$ cat src/overlay_slot_table_core_macros.svh
// ----------------------------------------------------------------------------
// Overlay slot table assertion macros
// Shared property wrappers for the overlay slot table RTL.
// ----------------------------------------------------------------------------
`ifndef OVERLAY_SLOT_TABLE_CORE_MACROS_SVH
`define OVERLAY_SLOT_TABLE_CORE_MACROS_SVH

// Same-cycle implication, disabled during reset.
`define OSLT_ASSERT_IMP(lbl, clk, rst, ante, cons, msg) \
   lbl: assert property (@(posedge clk) disable iff (rst) (ante) |-> (cons)) \
      else $error(msg);

// Next-cycle implication, disabled during reset.
`define OSLT_ASSERT_NXT(lbl, clk, rst, ante, cons, msg) \
   lbl: assert property (@(posedge clk) disable iff (rst) (ante) |=> (cons)) \
      else $error(msg);

`endif

$ cat src/osltab_pkg.sv
// ----------------------------------------------------------------------------
// Overlay slot table package
// Types, widths and codes shared by the overlay slot table modules.
// ----------------------------------------------------------------------------
`default_nettype none

package osltab_pkg;

   localparam int SLOTS_DEFAULT = 128;
   localparam int HANDLE_W      = 10;
   localparam int RES_W         = 16;
   localparam int POS_W         = 16;
   localparam int HOUT_W        = 7;

   typedef enum logic [1:0] {
      CMD_ALLOC  = 2'd0,
      CMD_FREE   = 2'd1,
      CMD_MODIFY = 2'd2,
      CMD_SHOW   = 2'd3
   } cmd_type;

   typedef enum logic [1:0] {
      STATUS_OK   = 2'd0,
      STATUS_BAD  = 2'd1,
      STATUS_FULL = 2'd2
   } status_type;

   typedef enum logic {
      ST_IDLE = 1'b0,
      ST_EXEC = 1'b1
   } state_type;

   // One slot entry as it sits in the slot RAM.
   typedef struct packed {
      logic                    show;
      logic [RES_W-1:0]        resource_id;
      logic signed [POS_W-1:0] x_pos;
      logic signed [POS_W-1:0] y_pos;
   } entry_type;

   // Control from the sequencer to the in-use tracker.
   typedef struct packed {
      logic                lookup;
      logic                set_en;
      logic                clr_en;
      logic [HANDLE_W-1:0] look_idx;
      logic [HANDLE_W-1:0] wr_idx;
   } used_ctl_type;

   // Registered lookup results from the in-use tracker.
   typedef struct packed {
      logic                full;
      logic                used_hit;
      logic [HANDLE_W-1:0] free_idx;
   } used_stat_type;

endpackage

`default_nettype wire

$ cat src/osltab_req_if.sv
// ----------------------------------------------------------------------------
// Overlay slot table command channel
// Valid/ready channel that carries one command beat.
// ----------------------------------------------------------------------------
`default_nettype none

interface osltab_req_if;
   import osltab_pkg::*;

   logic                    valid;
   logic                    ready;
   cmd_type                 cmd;
   logic [HANDLE_W-1:0]     handle;
   logic [RES_W-1:0]        resource_id;
   logic signed [POS_W-1:0] x_pos;
   logic signed [POS_W-1:0] y_pos;
   logic                    show;

   modport source (output valid, cmd, handle, resource_id, x_pos, y_pos, show,
                   input ready);
   modport sink   (input valid, cmd, handle, resource_id, x_pos, y_pos, show,
                   output ready);
endinterface

`default_nettype wire

$ cat src/osltab_rsp_if.sv
// ----------------------------------------------------------------------------
// Overlay slot table response channel
// Valid/ready channel that carries one response beat.
// ----------------------------------------------------------------------------
`default_nettype none

interface osltab_rsp_if;
   import osltab_pkg::*;

   logic              valid;
   logic              ready;
   status_type        status;
   logic [HOUT_W-1:0] handle_out;

   modport source (output valid, status, handle_out, input ready);
   modport sink   (input valid, status, handle_out, output ready);
endinterface

`default_nettype wire

$ cat src/overlay_slot_table_core.sv
// ----------------------------------------------------------------------------
// Overlay slot table core
// Fixed table of overlay picture slots driven by allocate, free, modify and
// display commands, one response beat per command beat.
// ----------------------------------------------------------------------------
// Flow: IDLE takes a command beat and launches the RAM read and the in-use
//    lookup; EXEC, once the response register can take it, writes back.
// Throughput: a new command waits until EXEC has done the read-modify-write of
//    the slot RAM through its single registered read port.
// Reset: the in-use bits clear at once; no clearing pass, commands are taken
//    as soon as reset is released. Slot contents are undefined until written.
`default_nettype none

`include "overlay_slot_table_core_macros.svh"

module overlay_slot_table_core #(
   parameter int SLOTS = osltab_pkg::SLOTS_DEFAULT
) (
   input  logic        clock,
   input  logic        reset,
   osltab_req_if.sink  req_bus,
   osltab_rsp_if.source rsp_bus
);
   import osltab_pkg::*;

   localparam int IDX_W = $clog2(SLOTS);
   // Range limit for the handle check, one bit wider than the handle so that
   // a table of the full handle range still compares correctly.
   localparam logic [HANDLE_W:0] SLOT_LIM = (HANDLE_W + 1)'(SLOTS);

   // Sequencer state. IDLE takes a command beat and launches the RAM read and
   // the in-use lookup; EXEC sees both results, writes back and loads the
   // response register.
   state_type state_ff;
   state_type state_in;

   // Latched command beat.
   cmd_type                 cmd_ff;
   logic [HANDLE_W-1:0]     handle_ff;
   logic [RES_W-1:0]        rid_ff;
   logic signed [POS_W-1:0] xpos_ff;
   logic signed [POS_W-1:0] ypos_ff;
   logic                    show_ff;

   // Response register; it lets the next command in while a response waits.
   logic              rsp_valid_ff;
   logic              rsp_valid_in;
   status_type        status_ff;
   status_type        status_in;
   logic [HOUT_W-1:0] hout_ff;
   logic [HOUT_W-1:0] hout_in;

   logic          accept;
   logic          exec_go;
   logic          in_range;
   entry_type     ram_rdata;
   entry_type     ram_wdata;
   logic          ram_we;
   logic [IDX_W-1:0] ram_waddr;
   used_ctl_type  used_ctl;
   used_stat_type used_stat;

   assign accept  = req_bus.valid && req_bus.ready;
   // EXEC completes only when the response register is free or being drained.
   assign exec_go = (state_ff == ST_EXEC) && (!rsp_valid_ff || rsp_bus.ready);
   assign in_range = {1'b0, handle_ff} < SLOT_LIM;

   assign req_bus.ready = (state_ff == ST_IDLE);

   // Next-state logic.
   always_comb begin
      state_in = state_ff;
      unique case (state_ff)
         ST_IDLE: begin
            if (accept) begin
               state_in = ST_EXEC;
            end
         end
         ST_EXEC: begin
            if (exec_go) begin
               state_in = ST_IDLE;
            end
         end
         default: state_in = ST_IDLE;
      endcase
   end

   // Command decode and write-back. The show bit of the entry is masked with
   // the in-use bit so that a slot never allocated reads as not shown.
   always_comb begin
      rsp_valid_in = rsp_valid_ff && !rsp_bus.ready;
      status_in    = status_ff;
      hout_in      = hout_ff;
      ram_we       = 1'b0;
      ram_waddr    = handle_ff[IDX_W-1:0];
      ram_wdata    = ram_rdata;
      ram_wdata.show = ram_rdata.show & used_stat.used_hit;

      used_ctl.lookup   = accept;
      used_ctl.look_idx = req_bus.handle;
      used_ctl.set_en   = 1'b0;
      used_ctl.clr_en   = 1'b0;
      used_ctl.wr_idx   = handle_ff;

      if (exec_go) begin
         rsp_valid_in = 1'b1;
         status_in    = STATUS_OK;
         hout_in      = '0;
         unique case (cmd_ff)
            CMD_ALLOC: begin
               if (used_stat.full) begin
                  status_in = STATUS_FULL;
               end else begin
                  hout_in               = HOUT_W'(used_stat.free_idx);
                  used_ctl.set_en       = 1'b1;
                  used_ctl.wr_idx       = used_stat.free_idx;
                  ram_we                = 1'b1;
                  ram_waddr             = used_stat.free_idx[IDX_W-1:0];
                  ram_wdata.show        = 1'b0;
                  ram_wdata.resource_id = rid_ff;
                  ram_wdata.x_pos       = xpos_ff;
                  ram_wdata.y_pos       = ypos_ff;
               end
            end
            CMD_FREE: begin
               if (!in_range) begin
                  status_in = STATUS_BAD;
               end else begin
                  used_ctl.clr_en = 1'b1;
               end
            end
            CMD_MODIFY: begin
               if (!in_range || !used_stat.used_hit) begin
                  status_in = STATUS_BAD;
               end else begin
                  ram_we                = 1'b1;
                  ram_wdata.resource_id = rid_ff;
                  ram_wdata.x_pos       = xpos_ff;
                  ram_wdata.y_pos       = ypos_ff;
               end
            end
            CMD_SHOW: begin
               if (!in_range || !used_stat.used_hit) begin
                  status_in = STATUS_BAD;
               end else begin
                  ram_we         = 1'b1;
                  ram_wdata.show = show_ff;
               end
            end
         endcase
      end
   end

   always_ff @(posedge clock) begin
      if (reset) begin
         state_ff     <= ST_IDLE;
         rsp_valid_ff <= 1'b0;
      end else begin
         state_ff     <= state_in;
         rsp_valid_ff <= rsp_valid_in;
      end
   end

   always_ff @(posedge clock) begin
      status_ff <= status_in;
      hout_ff   <= hout_in;
      if (accept) begin
         cmd_ff    <= req_bus.cmd;
         handle_ff <= req_bus.handle;
         rid_ff    <= req_bus.resource_id;
         xpos_ff   <= req_bus.x_pos;
         ypos_ff   <= req_bus.y_pos;
         show_ff   <= req_bus.show;
      end
   end

   assign rsp_bus.valid      = rsp_valid_ff;
   assign rsp_bus.status     = status_ff;
   assign rsp_bus.handle_out = hout_ff;

   osltab_ram #(
      .WIDTH ($bits(entry_type)),
      .DEPTH (SLOTS)
   ) u_slot_ram (
      .clock (clock),
      .we    (ram_we),
      .waddr (ram_waddr),
      .wdata (ram_wdata),
      .re    (accept),
      .raddr (req_bus.handle[IDX_W-1:0]),
      .rdata (ram_rdata)
   );

   osltab_used #(
      .SLOTS (SLOTS)
   ) u_used (
      .clock (clock),
      .reset (reset),
      .ctl   (used_ctl),
      .stat  (used_stat)
   );

   `OSLT_ASSERT_NXT(a_accept_to_exec, clock, reset, accept, state_ff == ST_EXEC,
      "accepted beat did not enter execution")
   `OSLT_ASSERT_IMP(a_write_in_exec, clock, reset, ram_we || used_ctl.set_en,
      exec_go, "slot state written outside execution")
   `OSLT_ASSERT_NXT(a_full_no_handle, clock, reset,
      exec_go && (cmd_ff == CMD_ALLOC) && used_stat.full,
      rsp_valid_ff && (status_ff == STATUS_FULL) && (hout_ff == '0),
      "full-table allocate gave a handle")
   `OSLT_ASSERT_IMP(a_hold_rsp, clock, reset,
      rsp_valid_ff && !rsp_bus.ready, rsp_valid_in,
      "pending response dropped")
endmodule

`default_nettype wire

$ cat src/osltab_ram.sv
// ----------------------------------------------------------------------------
// Overlay slot table RAM
// Generic single-write, single-read RAM with a registered read port.
// ----------------------------------------------------------------------------
`default_nettype none

module osltab_ram #(
   parameter int WIDTH = 8,
   parameter int DEPTH = 2
) (
   input  logic                     clock,
   input  logic                     we,
   input  logic [$clog2(DEPTH)-1:0] waddr,
   input  logic [WIDTH-1:0]         wdata,
   input  logic                     re,
   input  logic [$clog2(DEPTH)-1:0] raddr,
   output logic [WIDTH-1:0]         rdata
);
   logic [WIDTH-1:0] mem_ff [DEPTH];
   logic [WIDTH-1:0] rdata_ff;

   always_ff @(posedge clock) begin
      if (we) begin
         mem_ff[waddr] <= wdata;
      end
      if (re) begin
         rdata_ff <= mem_ff[raddr];
      end
   end

   assign rdata = rdata_ff;
endmodule

`default_nettype wire

$ cat src/osltab_used.sv
// ----------------------------------------------------------------------------
// Overlay slot table in-use tracker
// In-use bits per slot with a first-free search and a per-handle lookup.
// ----------------------------------------------------------------------------
`default_nettype none

`include "overlay_slot_table_core_macros.svh"

module osltab_used #(
   parameter int SLOTS = osltab_pkg::SLOTS_DEFAULT
) (
   input  logic                       clock,
   input  logic                       reset,
   input  osltab_pkg::used_ctl_type   ctl,
   output osltab_pkg::used_stat_type  stat
);
   import osltab_pkg::*;

   localparam int IDX_W = $clog2(SLOTS);

   logic [SLOTS-1:0]    used_ff;
   logic [HANDLE_W-1:0] free_idx;
   logic                full;
   used_stat_type       stat_ff;
   used_stat_type       stat_in;

   // Lowest clear bit wins.
   always_comb begin
      free_idx = '0;
      full     = 1'b1;
      for (int i = SLOTS - 1; i >= 0; i--) begin
         if (!used_ff[i]) begin
            free_idx = HANDLE_W'(i);
            full     = 1'b0;
         end
      end
   end

   always_comb begin
      stat_in.full     = full;
      stat_in.free_idx = free_idx;
      stat_in.used_hit = used_ff[ctl.look_idx[IDX_W-1:0]];
   end

   always_ff @(posedge clock) begin
      if (reset) begin
         used_ff <= '0;
      end else if (ctl.set_en) begin
         used_ff[ctl.wr_idx[IDX_W-1:0]] <= 1'b1;
      end else if (ctl.clr_en) begin
         used_ff[ctl.wr_idx[IDX_W-1:0]] <= 1'b0;
      end
   end

   always_ff @(posedge clock) begin
      if (ctl.lookup) begin
         stat_ff <= stat_in;
      end
   end

   assign stat = stat_ff;

   `OSLT_ASSERT_IMP(a_set_clr_excl, clock, reset, ctl.set_en, !ctl.clr_en,
      "in-use set and clear requested together")
   `OSLT_ASSERT_NXT(a_set_sticks, clock, reset, ctl.set_en,
      used_ff[$past(ctl.wr_idx[IDX_W-1:0])], "granted slot not marked in use")
   `OSLT_ASSERT_NXT(a_free_is_free, clock, reset, ctl.lookup && !full,
      !stat_ff.full && !used_ff[stat_ff.free_idx[IDX_W-1:0]],
      "first-free result points at a used slot")
endmodule

`default_nettype wire

$ cat src/flat_wrapper.sv
// flat-port wrapper written by rule: the top's interface ports become plain ports
module overlay_slot_table_core_flat import osltab_pkg::*;
#(
   parameter int SLOTS = osltab_pkg::SLOTS_DEFAULT
)
  (clock, reset, req_bus_valid, req_bus_cmd, req_bus_handle, req_bus_resource_id, req_bus_x_pos, req_bus_y_pos, req_bus_show, req_bus_ready, rsp_bus_valid, rsp_bus_status, rsp_bus_handle_out, rsp_bus_ready);
  osltab_req_if req_bus_i ();
  osltab_rsp_if rsp_bus_i ();
  input  logic clock;
  input  logic reset;
  input wire logic [$bits(req_bus_i.valid)-1:0] req_bus_valid;
  input wire logic [$bits(req_bus_i.cmd)-1:0] req_bus_cmd;
  input wire logic [$bits(req_bus_i.handle)-1:0] req_bus_handle;
  input wire logic [$bits(req_bus_i.resource_id)-1:0] req_bus_resource_id;
  input wire logic [$bits(req_bus_i.x_pos)-1:0] req_bus_x_pos;
  input wire logic [$bits(req_bus_i.y_pos)-1:0] req_bus_y_pos;
  input wire logic [$bits(req_bus_i.show)-1:0] req_bus_show;
  output wire logic [$bits(req_bus_i.ready)-1:0] req_bus_ready;
  output wire logic [$bits(rsp_bus_i.valid)-1:0] rsp_bus_valid;
  output wire logic [$bits(rsp_bus_i.status)-1:0] rsp_bus_status;
  output wire logic [$bits(rsp_bus_i.handle_out)-1:0] rsp_bus_handle_out;
  input wire logic [$bits(rsp_bus_i.ready)-1:0] rsp_bus_ready;
  assign req_bus_i.valid = req_bus_valid;
  assign req_bus_i.cmd = req_bus_cmd;
  assign req_bus_i.handle = req_bus_handle;
  assign req_bus_i.resource_id = req_bus_resource_id;
  assign req_bus_i.x_pos = req_bus_x_pos;
  assign req_bus_i.y_pos = req_bus_y_pos;
  assign req_bus_i.show = req_bus_show;
  assign req_bus_ready = req_bus_i.ready;
  assign rsp_bus_valid = rsp_bus_i.valid;
  assign rsp_bus_status = rsp_bus_i.status;
  assign rsp_bus_handle_out = rsp_bus_i.handle_out;
  assign rsp_bus_i.ready = rsp_bus_ready;
  overlay_slot_table_core #(.SLOTS(SLOTS)) u_core (.clock(clock), .reset(reset), .req_bus(req_bus_i), .rsp_bus(rsp_bus_i));
endmodule
$ cat config.mk
export PLATFORM = sky130hd
export DESIGN_NAME = overlay_slot_table_core_flat
export DESIGN_NICKNAME = d
export VERILOG_FILES = /design/src/osltab_pkg.sv /design/src/osltab_req_if.sv /design/src/osltab_rsp_if.sv /design/src/overlay_slot_table_core.sv /design/src/osltab_ram.sv /design/src/osltab_used.sv /design/src/flat_wrapper.sv
export VERILOG_INCLUDE_DIRS = /design/src /design/src/src
export SDC_FILE = /design/constraint.sdc
export NUM_CORES = 1
export LEC_CHECK = 0
export BUFFER_PORTS_ARGS = -buffer_cell sky130_fd_sc_hd__buf_4
export CAP_MARGIN = 10
export CELL_PAD_IN_SITES_DETAIL_PLACEMENT = 0
export CELL_PAD_IN_SITES_GLOBAL_PLACEMENT = 2
export CORE_MARGIN = 4
export CORE_UTILIZATION = 37
export CTS_CLUSTER_SIZE = 10
export DETAILED_ROUTE_END_ITERATION = 10
export HOLD_SLACK_MARGIN = 0.06
export PLACE_DENSITY_LB_ADDON = 0.1
export SYNTH_ARGS = -nofsm -noshare
export SYNTH_HDL_FRONTEND = slang
export SYNTH_SLANG_ARGS = --single-unit
$ cat constraint.sdc
create_clock -name clock -period 2.7 [get_ports clock]
set_input_delay 0.27 -clock clock [delete_from_list [all_inputs] [get_ports clock]]
set_output_delay 0.27 -clock clock [all_outputs]
set_load 0.01 [all_outputs]
== Yosys cells after proc, flatten, opt, wreduce, memory -nomap -nowiden ==
Cells that the tools add are included.

* Order comparisons: 4
* Equality and inequality tests: 3
* Mux-type cells: 150
* Bitwise operators: 5
* Reductions and logical operators: 21

{| class="wikitable"
|+ Operators by type and width
! operator !! count
|-
| 7-bit 2-to-1 mux || 67
|-
| 128-bit 2-to-1 mux || 2
|-
| 6-bit 2-to-1 mux || 32
|-
| 128-bit AND || 1
|-
| 128-bit inverter || 1
|-
| 128-bit bitwise OR || 1
|-
| 127-bit AND reduction || 1
|-
| 5-bit 2-to-1 mux || 16
|-
| 64-bit AND reduction || 1
|-
| 4-bit 2-to-1 mux || 8
|-
| 32-bit AND reduction || 1
|-
| 7-bit by 8-bit less-than comparator with 1-bit output (second input constant) || 2
|-
| 16-bit AND reduction || 1
|-
| 1-bit 2-to-1 mux || 13
|-
| 3-bit 2-to-1 mux || 4
|-
| 10-bit by 8-bit less-than comparator with 1-bit output (second input constant) || 1
|-
| 2-bit 2-to-1 mux || 4
|-
| 8-bit AND reduction || 1
|-
| 1-bit binary-select mux with 7-bit select || 1
|-
| 1-bit demux with 7-bit select || 1
|-
| 7-bit by 1-bit >= comparator with 1-bit output (second input constant) || 1
|-
| 2-bit one-hot mux with 3 select lines || 1
|-
| 2-bit equality test (second input constant) || 2
|-
| 1-bit logical AND || 4
|-
| 10 further kinds || 16
|}

* Register bits after elaboration: 160
* Bits of input ports: 65
* Output and inout port bits: 11
* Word-level logic and storage cells: 199

== Depth between registers and ports, before layout ==
* Depth in word-level cells: 127
* Gate-level depth with buffers: 10
* Depth with buffers taken out: 7

== By module ==
From an unflattened synthesis, not the netlist that was laid out.

* Cells, all modules: 1102
* Area, all modules: 9083.7 µm²

{| class="wikitable"
|+ Modules (own cells, without submodules)
! module !! times used !! cells an instance !! area each (µm²) !! seq. area each (µm²)
|-
| osltab_used || 1 || 1045 || 8097.8 || 2832.7
|-
| overlay_slot_table_core || 1 || 57 || 985.9 || 670.6
|}

== Worst setup path before layout ==
OpenSTA, ideal clock, no wires.

* Path kind: register to register
* Start point: register u_core.cmd_ff[0]
* End point: register (tool-made name)
* Library setup time: 0.128 ns
* Arrival time: 2.021 ns
* Required time: 2.572 ns
* Setup slack: 0.551 ns
* Stages on the path, launching flop included: 10
* Buffers on the path: 2
* Period minus slack after synthesis: 2.149 ns
* Cell sequence: edfxtp_1 nor3_2 and3_1 buf_6 buf_6 mux2i_1 nand2_1 nor2_1 mux2i_1 nor2_1

{| class="wikitable"
|+ RTL lines
! item !! RTL line !! RTL
|-
| start, declared || overlay_slot_table_core.sv:38 || <nowiki>cmd_type cmd_ff;</nowiki>
|-
| start signal, assigned || overlay_slot_table_core.sv:168 || <nowiki>cmd_ff <= req_bus.cmd;</nowiki>
|}

==> flow_metrics.tcl <==
set metrics [dict create \
    status "finished clean" \
    design_area_sq_um 10700 \
    n_fill_cell 2502 \
    grt_antenna_before_repair 0 \
    syn_area_sq_um 9280 \
    synth.distinct_cells 54 \
    portBuffers 26 \
    synth_seq_area_share_pct 37.8 \
    max_cap_violations 0 \
    hold_viol 0 \
    placed_cells 1437 \
    tightestPinTransition_ns 0.726 \
    crit_type "reg2reg" \
    synth_flop_cell "dfxtp_1" \
    area_delta_synth_final_pct 15.4 \
    grt_pass1_wl_microns 48300 \
    drv_slew 0 \
    p_clk_share_pct 46.8 \
    grt_pass1_vias 7757 \
    syn_nets 1158 \
    cp.required_ns 3.00 \
    fin_util_pct 43.8 \
    insertion_delay_ns 0.44 \
    vias 8170 \
    rsz0062_at_grt "yes" \
    drc_errors 0 \
    ant_nets 0 \
    combPwrFrac_pct 6.6 \
    syn_area_per_cell_sq_um 8.49 \
    num_antenna_cells 0 \
    switching_share_pct 25.3 \
    gp_congestion 0.855 \
    cts_tree "done" \
    cp.arrival_ns 2.82 \
    max_slew_margin_pct 51.6 \
    path_clk_slew_ns 0.07 \
    cts_max_path_buffers 2 \
    fin_setup_tns_ns 0 \
    power.switching_mw 1.35 \
    finalSetupViolations 0 \
    io_pins 76 \
    drt_iter0_drc 560 \
    intPower_mw 3.99 \
    hp-class "in2reg" \
    routedWlPerCell_microns 21.4 \
    fin_cells 1477 \
    fmax_mhz 396 \
    dpl.hpwl_microns 21900 \
    die_w_microns 166 \
    leakagePower_nw 3.32 \
    initial_core_util_pct 37.9 \
    drt-total-wl_microns 31500 \
    cts_max_level 4 \
    finalNetCount 1205 \
    layout-drive-gt1-share_pct 13.2 \
    core_area_sq_um 24500 \
    root_buffer "clkbuf_16" \
    rows 57 \
    ys_ff_latch 160 \
    async_reset_ff_share_pct 0 \
    synthesis.instances 1093 \
    min_period_over_period_pct 93.5 \
    start_kind "flop" \
    seqPwrFrac_pct 46.6 \
    fin_skew_ns 0.0107 \
    peakVddDrop_mv 0.229 \
    dpl_cell_area_sq_um 10000 \
    dr.pass1.iters 5 \
    critPathMaxFanout 7 \
    cts_buffers 17 \
    ys.warnings.count 0 \
    grt_usage_pct 22.5 \
    synth_edf_count 30 \
    clock-sinks 160 \
    overflow 0 \
    cp-end-kind "flop" \
    grt_start_max_net_pins 131 \
    vias_per_cell 5.53 \
    dieArea_sq_um 27700 \
    die_h_microns 166 \
    power.density_nw_per_um2 499 \
    period_needed_ns 2.52 \
]
[cell families after synthesis]
logic type | synth area share (%)
flops | 37.8
simple gates | 26.5
compound gates | 8.59
buf+inv | 3.75
mux | 23.4
[cells in the final DEF, fill, tap and decap left out, drive strengths merged, types with 4 or more instances in the layout]
| master | instances |
|---|---|
| dlygate4sd3 | 7 |
| nand2b | 20 |
| a211oi | 6 |
| nand3 | 48 |
| mux2 | 6 |
| o211ai | 5 |
| mux4 | 27 |
| o31ai | 4 |
| nor2 | 265 |
| buf | 72 |
| edfxtp | 30 |
| nor3 | 11 |
| a21oi | 31 |
| a21o | 4 |
| clkinv | 5 |
| and2 | 12 |
| and3 | 4 |
| nand2 | 101 |
| inv | 32 |
| clkbuf | 18 |
| nand4 | 41 |
| dfxtp | 130 |
| nor4 | 11 |
| a31oi | 18 |
| mux2i | 149 |
| nor2b | 12 |
| a22oi | 9 |
| o21ai | 37 |
[worst max-delay path, stage by stage, from the launching register on]
cell and delay (ns):
edfxtp_1 0.46, nor4b_1 0.33, o2111ai_1 0.28, nor2_1 0.46, nand2_1 0.22, buf_4 0.23
nor2_1 0.15, mux2i_1 0.20, nor2_1 0.05
[repair_timing]
item	in CTS	in global routing
endpoints found under the hold margin	7	0
buffers inserted	0	0
hold buffers	7	0
endpoints found under the setup margin	0	9
gates resized for setup	0	2
[cells in the mapped netlist, types with 4 or more instances]
| master | instances | share of area [%] |
|---|---|---|
| nor2_1 | 265 | 11 |
| mux2i_1 | 147 | 16 |
| dfxtp_1 | 130 | 28 |
| nand2_1 | 101 | 4.1 |
| nand3_1 | 48 | 2.6 |
| nand4_1 | 40 | 2.7 |
| o21ai_0 | 37 | 2.0 |
| a21oi_1 | 31 | 1.7 |
| edfxtp_1 | 30 | 9.7 |
| inv_1 | 28 | 1.1 |
| mux4_2 | 27 | 6.6 |
| clkbuf_1 | 24 | 0.97 |
| buf_2 | 20 | 1.1 |
| nand2b_1 | 19 | 1.3 |
| a31oi_1 | 18 | 1.2 |
| and2_1 | 12 | 0.81 |
| nor2b_1 | 12 | 0.81 |
| nor4_1 | 11 | 0.74 |
| a22oi_1 | 9 | 0.73 |
| nor3_1 | 9 | 0.49 |
| a211oi_1 | 6 | 0.49 |
| mux2_2 | 6 | 0.73 |
| o211ai_1 | 5 | 0.40 |
| a21o_1 | 4 | 0.32 |
| buf_1 | 4 | 0.16 |
[final cells by class]
class                           instances  area (sq um)  area share, %
Inverter                               28           105          0.981
Timing Repair Buffer                   79           648           6.05
Clock buffer                           18           439           4.10
Clock inverter                         14           155           1.45
Multi-Input combinational cell        854          5450           50.9
Tap cell                              324           405           3.79
Sequential cell                       160          3500           32.7
[final timing paths]
path                            slack, ns  depth (start not counted)        startpoint              end
worst max register to register       0.18                          8  u_core.cmd_ff[0]             flop
worst min-delay path                 0.13                          3     req_bus_valid  u_core.state_ff
worst max-delay path                 0.18                          8  u_core.cmd_ff[0]             flop
worst min register to register       0.54                          2              flop             flop
[through the flow]
stage                     worst slack (ns)  hold WS [ns]  power, mW
after global placement               0.200         0.452       2.89
after floorplan                      0.551         0.369       2.73
after detailed placement             0.180         0.449       2.89
final                                0.175         0.125       5.35
after global routing               -0.0343         0.117       5.53
after CTS                            0.161         0.111       5.39
[metal layers]
metal | vias up | track usage [%] | wire [microns]
met3 | 26 | 3.90 | 1650
li1 | 3992 | - | -
met4 | 0 | 5.12 | 437
met1 | 3941 | 31.5 | 14900
met5 | - | 0 | 0
met2 | 211 | 36.5 | 14600
[power by group through the flow]
stage | combinational (mW) | clock, mW | sequential [mW]
after detailed placement | 0.342 | 0 | 2.55
final | 0.351 | 2.50 | 2.49
after global routing | 0.375 | 2.66 | 2.49
after CTS | 0.352 | 2.55 | 2.49
after global placement | 0.343 | 0 | 2.54
after floorplan | 0.191 | 0 | 2.54
Note: power is estimated with default switching activity, not from simulation.
